===== src/sv/cple_pkg.sv =====
// Package: opcodes, status codes, sizes and request/result structs of the circular list engine.
`timescale 1ns / 1ps
package cple_pkg;
    localparam int unsigned MAX_CAP = 64;
    localparam int unsigned SLOT_W  = 6;
    localparam int unsigned CNT_W   = 7;

    typedef enum logic [2:0] {
        OP_INS_HEAD = 3'd0,
        OP_INS_TAIL = 3'd1,
        OP_INS_POS  = 3'd2,
        OP_DEL_HEAD = 3'd3,
        OP_DEL_TAIL = 3'd4,
        OP_DEL_POS  = 3'd5,
        OP_DISPLAY  = 3'd6,
        OP_COUNT    = 3'd7
    } t_opcode;

    typedef enum logic [1:0] {
        ST_OK     = 2'd0,
        ST_BADPOS = 2'd1,
        ST_FULL   = 2'd2,
        ST_EMPTY  = 2'd3
    } t_status;

    typedef struct packed {
        logic [2:0]  opcode;
        logic signed [31:0] value;
        logic [7:0]  position;
    } t_req;

    typedef struct packed {
        logic [1:0]  status;
        logic signed [31:0] element;
        logic        element_valid;
        logic        last;
        logic [6:0]  count;
    } t_rsp;
endpackage


===== src/sv/cple_if.sv =====
// Valid/ready channel interfaces for requests and results.
`timescale 1ns / 1ps
interface cple_req_if;
    logic           valid;
    logic           ready;
    cple_pkg::t_req data;
    modport source (output valid, output data, input ready);
    modport sink (input valid, input data, output ready);
endinterface

interface cple_rsp_if;
    logic           valid;
    logic           ready;
    cple_pkg::t_rsp data;
    modport source (output valid, output data, input ready);
    modport sink (input valid, input data, output ready);
endinterface


===== src/sv/circular_positional_list_engine.sv =====
// Top level: doubly linked circular list engine over slot memories.
//
//  channel  dir  payload                                      accept
//  req      in   opcode, value, position                      valid & ready
//  rsp      out  status, element, element_valid, last, count  valid & ready
//
// One item at a time; req.ready is high only in idle. After an accept the item
// is decoded; a count or a rejected op goes straight to its result, an insert
// takes a free slot, walks to its position if inside the list and links the new
// slot, a delete walks to its position if inside and unlinks, and a display
// sends one element per result. After reset the free stack is refilled with
// req.ready low. A stalled result holds the sequencer in place.
`timescale 1ns / 1ps
module circular_positional_list_engine #(
    parameter int CAPACITY = 64
) (
    input  logic i_clk,
    input  logic i_rst_n,
    cple_req_if.sink   req,
    cple_rsp_if.source rsp
);
    localparam int SW = cple_pkg::SLOT_W;
    localparam int CW = cple_pkg::CNT_W;
    localparam logic [CW-1:0] CAP = CW'(CAPACITY);
    localparam logic [SW-1:0] LAST_SLOT = SW'(cple_pkg::MAX_CAP - 1);

    typedef enum logic [9:0] {
        S_INIT  = 10'b0000000001,
        S_IDLE  = 10'b0000000010,
        S_DEC   = 10'b0000000100,
        S_TAKE  = 10'b0000001000,
        S_WALK  = 10'b0000010000,
        S_LINK  = 10'b0000100000,
        S_LINK2 = 10'b0001000000,
        S_DEL   = 10'b0010000000,
        S_DOUT  = 10'b0100000000,
        S_RESP  = 10'b1000000000
    } t_state;

    typedef enum logic [1:0] {
        K_HEAD = 2'd0,
        K_TAIL = 2'd1,
        K_MID  = 2'd2,
        K_ONLY = 2'd3
    } t_kind;

    t_state              r_state;
    cple_pkg::t_req      r_req;
    logic [SW-1:0]       r_head, r_tail, r_slot, r_cur, r_nxt;
    logic [CW-1:0]       r_cnt, r_top, r_steps;
    cple_pkg::t_status   r_status;
    t_kind               r_kind;
    logic                r_ovalid;
    cple_pkg::t_rsp      r_out;

    // memories
    logic          dat_we, nx_we, pv_we, fs_we;
    logic [SW-1:0] dat_wa, nx_wa, pv_wa, fs_wa, nx_ra, fs_ra, dat_ra, pv_ra;
    logic [31:0]   dat_wd, dat_rd;
    logic [SW-1:0] nx_wd, pv_wd, fs_wd, nx_rd, pv_rd, fs_rd;

    cple_ram #(.WIDTH(32), .DEPTH(cple_pkg::MAX_CAP)) u_dat (
        .i_clk, .i_we(dat_we), .i_waddr(dat_wa), .i_wdata(dat_wd),
        .i_raddr(dat_ra), .o_rdata(dat_rd));
    cple_ram #(.WIDTH(SW), .DEPTH(cple_pkg::MAX_CAP)) u_nx (
        .i_clk, .i_we(nx_we), .i_waddr(nx_wa), .i_wdata(nx_wd),
        .i_raddr(nx_ra), .o_rdata(nx_rd));
    cple_ram #(.WIDTH(SW), .DEPTH(cple_pkg::MAX_CAP)) u_pv (
        .i_clk, .i_we(pv_we), .i_waddr(pv_wa), .i_wdata(pv_wd),
        .i_raddr(pv_ra), .o_rdata(pv_rd));
    cple_ram #(.WIDTH(SW), .DEPTH(cple_pkg::MAX_CAP)) u_fs (
        .i_clk, .i_we(fs_we), .i_waddr(fs_wa), .i_wdata(fs_wd),
        .i_raddr(fs_ra), .o_rdata(fs_rd));

    cple_pkg::t_opcode op;
    logic [7:0]        cnt8;
    logic              ins_pos_bad, del_pos_bad, full, is_ins;
    logic              can_emit, emit;
    cple_pkg::t_rsp    emit_rsp;
    cple_pkg::t_status dec_status;
    t_kind             dec_kind;
    t_state            dec_state;
    logic [SW-1:0]     dec_slot;

    assign op          = cple_pkg::t_opcode'(r_req.opcode);
    assign cnt8        = {1'b0, r_cnt};
    assign ins_pos_bad = (r_req.position == 8'd0) || (r_req.position > cnt8 + 8'd1);
    assign del_pos_bad = (r_req.position == 8'd0) || (r_req.position > cnt8);
    assign full        = (r_cnt >= CAP);
    assign is_ins      = op inside {cple_pkg::OP_INS_HEAD, cple_pkg::OP_INS_TAIL,
                                    cple_pkg::OP_INS_POS};
    assign can_emit    = !r_ovalid || rsp.ready;
    assign emit        = can_emit && (r_state == S_RESP || r_state == S_DOUT);

    assign req.ready = (r_state == S_IDLE);
    assign rsp.valid = r_ovalid;
    assign rsp.data  = r_out;

    // decode of the held item
    always_comb begin
        dec_status = cple_pkg::ST_OK;
        dec_kind   = K_MID;
        dec_state  = S_RESP;
        dec_slot   = r_head;
        unique case (op) inside
            cple_pkg::OP_INS_HEAD, cple_pkg::OP_INS_TAIL, cple_pkg::OP_INS_POS: begin
                if (op == cple_pkg::OP_INS_POS && ins_pos_bad) begin
                    dec_status = cple_pkg::ST_BADPOS;
                end else if (full) begin
                    dec_status = cple_pkg::ST_FULL;
                end else begin
                    dec_state = S_TAKE;
                    if (op == cple_pkg::OP_INS_HEAD ||
                        (op == cple_pkg::OP_INS_POS && r_req.position == 8'd1)) begin
                        dec_kind = K_HEAD;
                    end else if (op == cple_pkg::OP_INS_TAIL ||
                                 r_req.position == cnt8 + 8'd1) begin
                        dec_kind = K_TAIL;
                    end
                end
            end
            cple_pkg::OP_DEL_HEAD, cple_pkg::OP_DEL_TAIL, cple_pkg::OP_DEL_POS: begin
                if (op == cple_pkg::OP_DEL_POS && del_pos_bad) begin
                    dec_status = cple_pkg::ST_BADPOS;
                end else if (r_cnt == '0) begin
                    dec_status = cple_pkg::ST_EMPTY;
                end else begin
                    dec_state = S_DEL;
                    if (r_cnt == 7'd1) begin
                        dec_kind = K_ONLY;
                    end else if (op == cple_pkg::OP_DEL_HEAD ||
                                 (op == cple_pkg::OP_DEL_POS && r_req.position == 8'd1)) begin
                        dec_kind = K_HEAD;
                    end else if (op == cple_pkg::OP_DEL_TAIL || r_req.position == cnt8) begin
                        dec_kind = K_TAIL;
                        dec_slot = r_tail;
                    end else begin
                        dec_state = S_WALK;
                    end
                end
            end
            cple_pkg::OP_DISPLAY: begin
                if (r_cnt != '0) dec_state = S_DOUT;
            end
            cple_pkg::OP_COUNT: ;
        endcase
    end

    // memory ports
    always_comb begin
        dat_we = 1'b0; dat_wa = r_slot; dat_wd = r_req.value; dat_ra = r_cur;
        nx_we = 1'b0; nx_wa = r_slot; nx_wd = r_slot; nx_ra = r_cur;
        pv_we = 1'b0; pv_wa = r_slot; pv_wd = r_slot; pv_ra = r_tail;
        fs_we = 1'b0; fs_wa = r_top[SW-1:0]; fs_wd = r_slot;
        fs_ra = SW'(r_top - 7'd1);
        unique case (r_state)
            S_INIT: begin
                fs_we = 1'b1; fs_wa = r_slot; fs_wd = r_slot;
            end
            S_DEC: begin
                dat_ra = r_head; nx_ra = r_head;
            end
            S_WALK: begin
                nx_ra = nx_rd;
            end
            S_LINK: begin
                dat_we = 1'b1; nx_we = 1'b1; pv_we = 1'b1;
                if (r_cnt == '0) begin
                    nx_wd = r_slot; pv_wd = r_slot;
                end else if (r_kind == K_MID) begin
                    nx_wd = r_nxt; pv_wd = r_cur;
                end else begin
                    nx_wd = r_head; pv_wd = r_tail;
                end
            end
            S_LINK2: begin
                nx_we = 1'b1; pv_we = 1'b1;
                if (r_kind == K_MID) begin
                    nx_wa = r_cur; pv_wa = r_nxt;
                end else begin
                    nx_wa = r_tail; pv_wa = r_head;
                end
            end
            S_DEL: begin
                fs_we = (r_top < 7'(cple_pkg::MAX_CAP));
                case (r_kind)
                    K_HEAD: begin
                        nx_we = 1'b1; nx_wa = r_tail; nx_wd = nx_rd;
                        pv_we = 1'b1; pv_wa = nx_rd; pv_wd = r_tail;
                    end
                    K_TAIL: begin
                        nx_we = 1'b1; nx_wa = pv_rd; nx_wd = r_head;
                        pv_we = 1'b1; pv_wa = r_head; pv_wd = pv_rd;
                    end
                    K_MID: begin
                        nx_we = 1'b1; nx_wa = r_cur; nx_wd = nx_rd;
                        pv_we = 1'b1; pv_wa = nx_rd; pv_wd = r_cur;
                    end
                    default: ;
                endcase
            end
            S_DOUT: begin
                if (can_emit) begin
                    dat_ra = nx_rd; nx_ra = nx_rd;
                end
            end
            default: ;
        endcase
    end

    // main sequencer
    always_ff @(posedge i_clk) begin
        if (!i_rst_n) begin
            r_state <= S_INIT; r_slot <= '0; r_top <= CAP; r_head <= '0;
            r_tail <= '0; r_cnt <= '0;
        end else begin
            unique case (r_state)
                S_INIT: begin
                    r_slot <= r_slot + SW'(1);
                    if (r_slot == LAST_SLOT) r_state <= S_IDLE;
                end
                S_IDLE: if (req.valid) begin
                    r_req <= req.data;
                    r_state <= S_DEC;
                end
                S_DEC: begin
                    r_status <= dec_status;
                    r_kind <= dec_kind;
                    r_slot <= dec_slot;
                    r_cur <= r_head;
                    r_steps <= (op == cple_pkg::OP_DISPLAY) ? r_cnt
                                                            : CW'(r_req.position - 8'd2);
                    r_state <= dec_state;
                end
                S_TAKE: begin
                    r_slot <= fs_rd;
                    r_top <= r_top - 7'd1;
                    r_state <= (r_kind == K_MID) ? S_WALK : S_LINK;
                end
                S_WALK: begin
                    // nx_rd is the link after r_cur
                    if (r_steps != '0) begin
                        r_cur <= nx_rd; r_steps <= r_steps - 7'd1;
                    end else if (is_ins) begin
                        r_nxt <= nx_rd; r_state <= S_LINK;
                    end else begin
                        r_slot <= nx_rd; r_state <= S_DEL;
                    end
                end
                S_LINK: begin
                    if (r_cnt == '0) begin
                        r_head <= r_slot; r_tail <= r_slot;
                        r_cnt <= r_cnt + 7'd1;
                        r_state <= S_RESP;
                    end else begin
                        r_state <= S_LINK2;
                    end
                end
                S_LINK2: begin
                    if (r_kind == K_HEAD) r_head <= r_slot;
                    if (r_kind == K_TAIL) r_tail <= r_slot;
                    r_cnt <= r_cnt + 7'd1;
                    r_state <= S_RESP;
                end
                S_DEL: begin
                    r_top <= r_top + 7'd1;
                    r_cnt <= r_cnt - 7'd1;
                    case (r_kind)
                        K_ONLY: begin
                            r_head <= '0; r_tail <= '0;
                        end
                        K_HEAD: r_head <= nx_rd;
                        K_TAIL: r_tail <= pv_rd;
                        default: ;
                    endcase
                    r_state <= S_RESP;
                end
                S_DOUT: if (can_emit) begin
                    r_cur <= nx_rd;
                    r_steps <= r_steps - 7'd1;
                    if (r_steps == 7'd1) r_state <= S_IDLE;
                end
                S_RESP: if (can_emit) r_state <= S_IDLE;
                default: r_state <= S_IDLE;
            endcase
        end
    end

    always_comb begin
        emit_rsp.status        = r_status;
        emit_rsp.element       = '0;
        emit_rsp.element_valid = 1'b0;
        emit_rsp.last          = 1'b1;
        emit_rsp.count         = r_cnt;
        if (r_state == S_DOUT) begin
            emit_rsp.status        = cple_pkg::ST_OK;
            emit_rsp.element       = dat_rd;
            emit_rsp.element_valid = 1'b1;
            emit_rsp.last          = (r_steps == 7'd1);
        end
    end

    // output register
    always_ff @(posedge i_clk) begin
        if (!i_rst_n) begin
            r_ovalid <= 1'b0;
        end else if (emit) begin
            r_ovalid <= 1'b1;
        end else if (rsp.ready) begin
            r_ovalid <= 1'b0;
        end
    end

    always_ff @(posedge i_clk) begin
        if (emit) r_out <= emit_rsp;
    end
endmodule


===== src/sv/cple_ram.sv =====
// Generic single-write, single-read RAM with registered read data.
`timescale 1ns / 1ps
module cple_ram #(
    parameter int WIDTH = 8,
    parameter int DEPTH = 64
) (
    input  logic                     i_clk,
    input  logic                     i_we,
    input  logic [$clog2(DEPTH)-1:0] i_waddr,
    input  logic [WIDTH-1:0]         i_wdata,
    input  logic [$clog2(DEPTH)-1:0] i_raddr,
    output logic [WIDTH-1:0]         o_rdata
);
    logic [WIDTH-1:0] r_mem [DEPTH];

    always_ff @(posedge i_clk) begin
        if (i_we) begin
            r_mem[i_waddr] <= i_wdata;
        end
        o_rdata <= r_mem[i_raddr];
    end
endmodule


===== src/flat_wrapper.sv =====
// flat-port wrapper written by rule: the top's interface ports become plain ports
module circular_positional_list_engine_flat 
#(
    parameter int CAPACITY = 64
)
  (i_clk, i_rst_n, req_valid, req_data, req_ready, rsp_valid, rsp_data, rsp_ready);
  cple_req_if req_i ();
  cple_rsp_if rsp_i ();
  input  logic i_clk;
  input  logic i_rst_n;
  input wire logic [$bits(req_i.valid)-1:0] req_valid;
  input wire logic [$bits(req_i.data)-1:0] req_data;
  output wire logic [$bits(req_i.ready)-1:0] req_ready;
  output wire logic [$bits(rsp_i.valid)-1:0] rsp_valid;
  output wire logic [$bits(rsp_i.data)-1:0] rsp_data;
  input wire logic [$bits(rsp_i.ready)-1:0] rsp_ready;
  assign req_i.valid = req_valid;
  assign req_i.data = req_data;
  assign req_ready = req_i.ready;
  assign rsp_valid = rsp_i.valid;
  assign rsp_data = rsp_i.data;
  assign rsp_i.ready = rsp_ready;
  circular_positional_list_engine #(.CAPACITY(CAPACITY)) u_core (.i_clk(i_clk), .i_rst_n(i_rst_n), .req(req_i), .rsp(rsp_i));
endmodule

===== config.mk =====
export PLATFORM = sky130hd
export DESIGN_NAME = circular_positional_list_engine_flat
export DESIGN_NICKNAME = d
export VERILOG_FILES = /design/src/sv/cple_pkg.sv /design/src/sv/cple_if.sv /design/src/sv/circular_positional_list_engine.sv /design/src/sv/cple_ram.sv /design/src/flat_wrapper.sv
export SDC_FILE = /design/constraint.sdc
export NUM_CORES = 2
export LEC_CHECK = 0
export BUFFER_PORTS_ARGS = -buffer_cell sky130_fd_sc_hd__buf_2
export CAP_MARGIN = 20
export CORE_UTILIZATION = 50
export CTS_CLUSTER_DIAMETER = 60
export DETAILED_ROUTE_END_ITERATION = 8
export PLACE_DENSITY = 0.74
export SLEW_MARGIN = 20
export SYNTH_ARGS = -nofsm -noshare
export SYNTH_HDL_FRONTEND = slang
export SYNTH_SLANG_ARGS = --single-unit

===== constraint.sdc =====
create_clock -name i_clk -period 13.5 [get_ports i_clk]
set_input_delay 1.35 -clock i_clk [delete_from_list [all_inputs] [get_ports i_clk]]
set_output_delay 1.35 -clock i_clk [all_outputs]
set_load 0.01 [all_outputs]

Word-level counts from Yosys, hierarchy flattened

Memory sizes are Yosys's and may differ from the RTL's. A register that Yosys moved wholly into a read port is not among the register bits.
Index checks and enable logic that the tools add are counted.

Register bits: 152
RAM bits: 3200
Input bits: 47
Output and inout bits: 45
Word-level logic and storage cells: 203
Memories kept: 4

Add/subtract/negate cells: 8
Magnitude comparators: 4
Eq/ne operators: 38
Mux-type cells: 86
Bitwise gates (word level): 1
Reductions and logical operators: 42

Memory list:

| name               | depth | width | read ports | clocked after Yosys merged registers in | write ports | line           | source |
|---|---|---|---|---|---|---|---|
| u_core.u_dat.r_mem | 64    | 32    | 1          | 1                                       | 1           | cple_ram.sv:14 | `logic [WIDTH-1:0] r_mem [DEPTH];` |
| u_core.u_fs.r_mem  | 64    | 6     | 1          | 1                                       | 1           | cple_ram.sv:14 |  |
| u_core.u_nx.r_mem  | 64    | 6     | 1          | 1                                       | 1           | cple_ram.sv:14 |  |
| u_core.u_pv.r_mem  | 64    | 6     | 1          | 1                                       | 1           | cple_ram.sv:14 |  |

Operator list:

| operator             | number |
|---|---|
| $mux 10              | 14 |
| $mux 6               | 19 |
| $pmux 6 s2           | 8 |
| $pmux 10 s9          | 1 |
| $pmux 6 s3           | 5 |
| $pmux 7 s3           | 2 |
| $pmux 10 s3          | 1 |
| $mux 2               | 14 |
| $mux 7               | 4 |
| $pmux 6 s4           | 1 |
| $sub 7x1->7 const B  | 3 |
| $mux 8               | 2 |
| $reduce_and 4->1     | 4 |
| $add 7x1->7 const B  | 2 |
| $eq 7x1->1 const B   | 2 |
| $ne 2x1->1 const B   | 7 |
| $pmux 7 s2           | 1 |
| $reduce_bool 7->1    | 2 |
| $eq 10x1->1 const B  | 1 |
| $eq 10x10->1 const B | 1 |
| $eq 10x2->1 const B  | 1 |
| $eq 10x3->1 const B  | 1 |
| $eq 10x4->1 const B  | 1 |
| $eq 10x5->1 const B  | 1 |
| 41 further kinds     | 81 |

Depth between registers and ports, before layout

Word-level depth: 9
Gate-level depth with buffers: 16
Gate-level depth less buffers: 14

Modules after synthesis

From an unflattened synthesis, not the netlist that was laid out.

Cell total of the unflattened synthesis: 6561
Area, all modules: 133369.2 um^2

Modules (own cells, without submodules):

| module                          | times used | cells each | area each (um^2) | seq. area each (um^2) |
|---|---|---|---|---|
| cple_ram (u_core.u_dat)         | 1          | 3511       | 79039.6          | 62139.6 |
| cple_ram (u_core.u_fs ...)      | 3          | 720        | 15225.9          | 11651.2 |
| circular_positional_list_engine | 1          | 890        | 8652.0           | 4134.0 |

Worst setup path before layout

No wires, ideal clock.

Path kind: register to register
From: reg u_core.r_top[0]
To: reg u_core.u_fs.o_rdata[0], read port of u_core.u_fs.r_mem
Library setup time: 0.134 ns
Data arrival time: 4.170 ns
Required time: 13.366 ns
Slack: 9.195 ns
Cell stages (with the launch flop): 12
Path buffers: 6
Period minus slack after synthesis: 4.305 ns
Cells stage by stage: dfxtp_1 clkbuf_1 buf_1 buf_1 inv_1 ha_1 clkbuf_1 clkbuf_1 clkbuf_1 mux4_2 mux4_2 mux4_2

Longest elaborated chain between the ends: 1

RTL lines:

| what                     | line                                   | source |
|---|---|---|
| start: declaration       | circular_positional_list_engine.sv:50  | `logic [CW-1:0] r_cnt, r_top, r_steps;` |
| start signal: assignment | circular_positional_list_engine.sv:237 | `r_top <= r_top - 7'd1;` |
| start signal: assignment | circular_positional_list_engine.sv:266 | `r_top <= r_top + 7'd1;` |
| $sub 7x1->7              | circular_positional_list_engine.sv:155 | `fs_ra = SW'(r_top - 7'd1);` |
| end: declaration         | cple_ram.sv:12                         | `output logic [WIDTH-1:0] o_rdata` |

Every way passes these cells.
A chain may end at the register's enable or synchronous reset.

Worst setup path after layout

From: reg u_core.r_state[5]
To: reg u_core.u_dat.o_rdata[4], read port of u_core.u_dat.r_mem

Longest elaborated chain between the ends: 2
Elaborated cells on any way between the ends: 3
Those cells by class: eq/ne: 2; mux: 1

RTL lines:

| what                                              | line                                   | source |
|---|---|---|
| start: declaration                                | circular_positional_list_engine.sv:47  | `t_state r_state;` |
| start signal: assignment                          | circular_positional_list_engine.sv:233 | `r_state <= dec_state;` |
| start signal: assignment                          | circular_positional_list_engine.sv:238 | `r_state <= (r_kind == K_MID) ? S_WALK : S_LINK;` |
| $eq 10x9->1 / $eq 10x3->1 (equally long branches) | circular_positional_list_engine.sv:156 | `unique case (r_state)` |
| $pmux 6 s2 *                                      | circular_positional_list_engine.sv:156 |  |
| end: declaration                                  | cple_ram.sv:12                         |  |

Mark *: on every way between the ends. The rest lies on a longest branch, timed or not.

==> flow_metrics.env <==
export IMPL_grt_overflow=0
export IMPL_status="completed"
export IMPL_yosysWarningCount=0
export IMPL_antenna_found_initial=36
export IMPL_yosys_area_top_type="edfxtp_1"
export IMPL_fp_row_count=190
export IMPL_grt_total_usage_pct=27.7
export IMPL_cells_taking_the_most_area_after_synthesis="edfxtp_1 73%, nand2_1 6.8%, nand3_1 4.5%, mux4_2 4.3%, dfxtp_1 1.4%"
export IMPL_layout_drive_gt1_share_pct=12.0
export IMPL_clockRootBuffer="clkbuf_16"
export IMPL_critical_path_max_fanout=159
export IMPL_critical_path_max_stage_delay_ns=0.93
export IMPL_drc=0
export IMPL_hold_viol_final=0
export IMPL_hold_path_class="flop to flop"
export IMPL_avgSynthCellArea_um2=14.1
export IMPL_drv_cap=0
export IMPL_net_switching_power_mw=4.42
export IMPL_worst_r2r_path_depth=13
export IMPL_synth_seq_area_share_pct=74.8
export IMPL_postCtsResizedCells=0
export IMPL_setup_violations=0
export IMPL_grt_pass1_vias=81800
export IMPL_critical_path_arrival_ns=8.37
export IMPL_numCtsBuffers=342
export IMPL_global_route_wire_length_before_repair_um=553000
export IMPL_crit_type="flop to flop"
export IMPL_fin_crit_ns=7.62
export IMPL_post_synth_inst_count=9592
export IMPL_synth_seq_cells=3402
export IMPL_reg2reg_from="u_core.r_state[5]"
export IMPL_unrepaired_setup_endpoints_after_global_routing="no"
export IMPL_worst_hold_path_num_cells=1
export IMPL_startpoint_type="flop"
export IMPL_setup_tns_final_ns=0
export IMPL_design_area_um2=151000
export IMPL_min_delay_worst_endpoint="u_core.rsp.data[19]"
export IMPL_detail_route_first_pass_iterations=7
export IMPL_synth_fp_nets=9664
export IMPL_buffer_ports_inserted=91
export IMPL_comb_power_share_pct=2.3
export IMPL_dominantRegCellSynth="edfxtp_1"
export IMPL_fraction_of_registers_with_async_set_or_reset_after_synthesis_pct=0
export IMPL_ff2ff_setup_slack_ns=5.88
export IMPL_die_area_um2=273000
export IMPL_netlist_area_um2=135000
export IMPL_cts_hold_repair_buffers=0
export IMPL_critical_path_cell_by_cell="nor4_4, nand4_1, inv_2, a32oi_1, a21boi_4, buf_12, buf_4, nor2_4, buf_4, and3_1, a31oi_1, nand4_1, or3_1"
export IMPL_final_min_period_over_clock_period_pct=56.4
export IMPL_hold_path_startpoint="u_core.u_dat.o_rdata[10]"
export IMPL_post_route_util_pct=56.2
export IMPL_cts_post_setup_buffers_inserted=0
export IMPL_via_count=86100
export IMPL_postRouteAntennaNets=0
export IMPL_maximum_number_of_pins_on_one_net_before_global_route_repair=183
export IMPL_ios=92
export IMPL_synth_lib_cells_used_distinct=90
export IMPL_htreeDepth=5
export IMPL_clk_path_buf_depth=4
export IMPL_post_synth_top_area_fraction_pct=73.5
export IMPL_share_clk_of_total_power_pct=43.2
export IMPL_timing_rr_end="u_core.u_dat.o_rdata[4]"
export IMPL_numClockSinks=3402
export IMPL_timing_critical_path_to_type="flop"
export IMPL_slew_headroom_pct=23.1
export IMPL_cts_tree="done"
export IMPL_clk_latency_ns=0.91
export IMPL_start_util_pct=50.4
export IMPL_finalMaxSlewViolations=0
export IMPL_tightest_slew_ns=1.15
export IMPL_worst_hold_slack_ns=0.507
export IMPL_floorplan_core_area_um2=268000
export IMPL_p_sw_share_pct=20.6
export IMPL_place_hpwl_um=208000
export IMPL_clk_pin_slew_ns=0.06
export IMPL_area_growth_pct=11.6
export IMPL_powerDensity_nw_per_um2=142
export IMPL_worst_ir_drop_vdd_v=0.000142
export IMPL_power_report_internal_total_mw=17.0
export IMPL_wirelength_um=385000
export IMPL_final_fill_count=20100
export IMPL_synth_edf_count=3309
export IMPL_routed_via_density=6.39
export IMPL_required_time_reported_for_the_critical_path_endpoint_ns=14.25
export IMPL_drt_initial_drc_count=14400
export IMPL_power_frac_seq_pct=54.5
export IMPL_die_x_um=522
export IMPL_total_power_mw=21.4
export IMPL_fmax_ghz=0.131
export IMPL_nets=9706
export IMPL_worst_clock_skew_ns=0.0643
export IMPL_cellLeakagePower_nw=49.5
export IMPL_gp_routability_congestion=0.931
export IMPL_die_height_um=522
export IMPL_avgRoutedWirePerCell_um=28.6
export IMPL_placed_area_um2=140000
export IMPL_critPathSlowestCell="buf_4"
-- power groups by stage --
| stage | sequential (mW) | clock (mW) | combinational [mW] |
|---|---|---|---|
| floorplan | 11.9 | 0 | 0.210 |
| global placement | 11.9 | 0 | 0.459 |
| detailed placement | 11.9 | 0 | 0.481 |
| CTS | 11.7 | 9.29 | 0.485 |
| global route | 11.7 | 9.67 | 0.517 |
| finish | 11.7 | 9.26 | 0.490 |
-- synth_stat cells, drive strengths merged (29+ instances only) --
master / instances
or3: 54
nand4: 112
a22oi: 36
mux2i: 47
nand2: 2442
dfxtp: 93
and2: 57
o21ai: 79
mux4: 258
nor3: 31
buf: 314
a31oi: 190
nand3: 1204
and3: 175
a211oi: 29
inv: 31
edfxtp: 3309
a21oi: 131
nor2: 384
clkbuf: 265
-- worst max-delay path, delay by kind of cell (launching register included) --
family,cells,cell delay [ns]
buffers and inverters,4,2.43
and+or+nand+nor,6,2.35
AOI/OAI and AO/OA,3,1.75
DFF,1,0.55
-- per-stage QoR --
step | instances | setup WS, ns
floorplan | 9592 | 9.20
global placement | 12800 | 6.65
detailed placement | 12800 | 6.46
CTS | 13500 | 6.44
global route | 13500 | 5.82
finish | 13500 | 5.88
-- cell families (layout without fill, tap and decap cells) --
group | after synthesis | after routing | share of synthesized area (%)
AO/OA/AOI/OAI | 657 | 657 | 3.26
adder cells (fa/ha/maj) | 25 | 25 | 0.231
XOR/XNOR | 28 | 28 | 0.181
flip-flops | 3402 | 3402 | 74.8
other | 0 | 24 | 0
multiplexers | 326 | 326 | 4.82
AND/OR/NAND/NOR | 4543 | 4543 | 14.7
buffers and inverters | 611 | 924 | 1.94
-- metal layers --
metal  GRT usage (%)  share of wire (%)  vias up
met5               0              0.053        -
met4            13.3                5.3       30
met3            6.89                 14     1184
met2            42.1                 45     6654
met1            37.5                 36    42300
li1                -                  -    35900
-- worst max-delay path by stage --
| stage | to | startpoint |
|---|---|---|
| after floorplan | u_core.u_fs.o_rdata[0] | u_core.r_top[0] |
| after global placement | u_core.u_dat.o_rdata[4] | rsp_ready |
| after detailed placement | u_core.u_dat.o_rdata[4] | u_core.r_state[5] |
| after CTS | u_core.u_dat.o_rdata[4] | u_core.r_state[5] |
| after global routing | u_core.u_dat.o_rdata[4] | u_core.r_state[5] |
| final | u_core.u_dat.o_rdata[4] | u_core.r_state[5] |
-- registers in the layout, summed over array words and instances (netlist names), 7 cells and up --
| name | count |
|---|---|
| u_core.r_cnt | 7 |
| u_core.u_pv.r_mem | 384 |
| u_core.r_top | 7 |
| u_core.r_state | 10 |
| u_core.u_dat.r_mem | 2048 |
| u_core.r_steps | 7 |
| u_core.u_dat.o_rdata | 32 |
| u_core.r_req | 8 |
| u_core.rsp.data | 43 |
| u_core.dat_wd | 32 |
| u_core.u_fs.r_mem | 384 |
| u_core.u_nx.r_mem | 384 |
-- area by class of cell --
cell class              instances  area [um^2]  area share [%]
multi-input cells            5579        32200            21.3
clock buffers                 446         9340            6.19
inverters                      32          120          0.0796
flip-flops and latches       3402       101000            67.1
repair buffers                277         2020            1.34
clock inverters               169         1490           0.984
diodes                         24         60.1          0.0398
well taps                    3552         4440            2.94
-- placed cells by master, fill, tap and decap left out, types with 56 or more instances in the layout --
cell       count
edfxtp_1    3309
a21oi_1      129
and3_1       174
buf_2         91
buf_4        173
nor2_4        79
clkbuf_16    352
nor2_1       304
clkbuf_1      76
nand2_1     2441
nand3_1     1203
o21ai_0       66
nand4_1      112
mux4_2       258
and2_1        56
dfxtp_1       83
a31oi_1      190
clkinv_2      60
No activity file was read; power rests on OpenSTA's default activity.
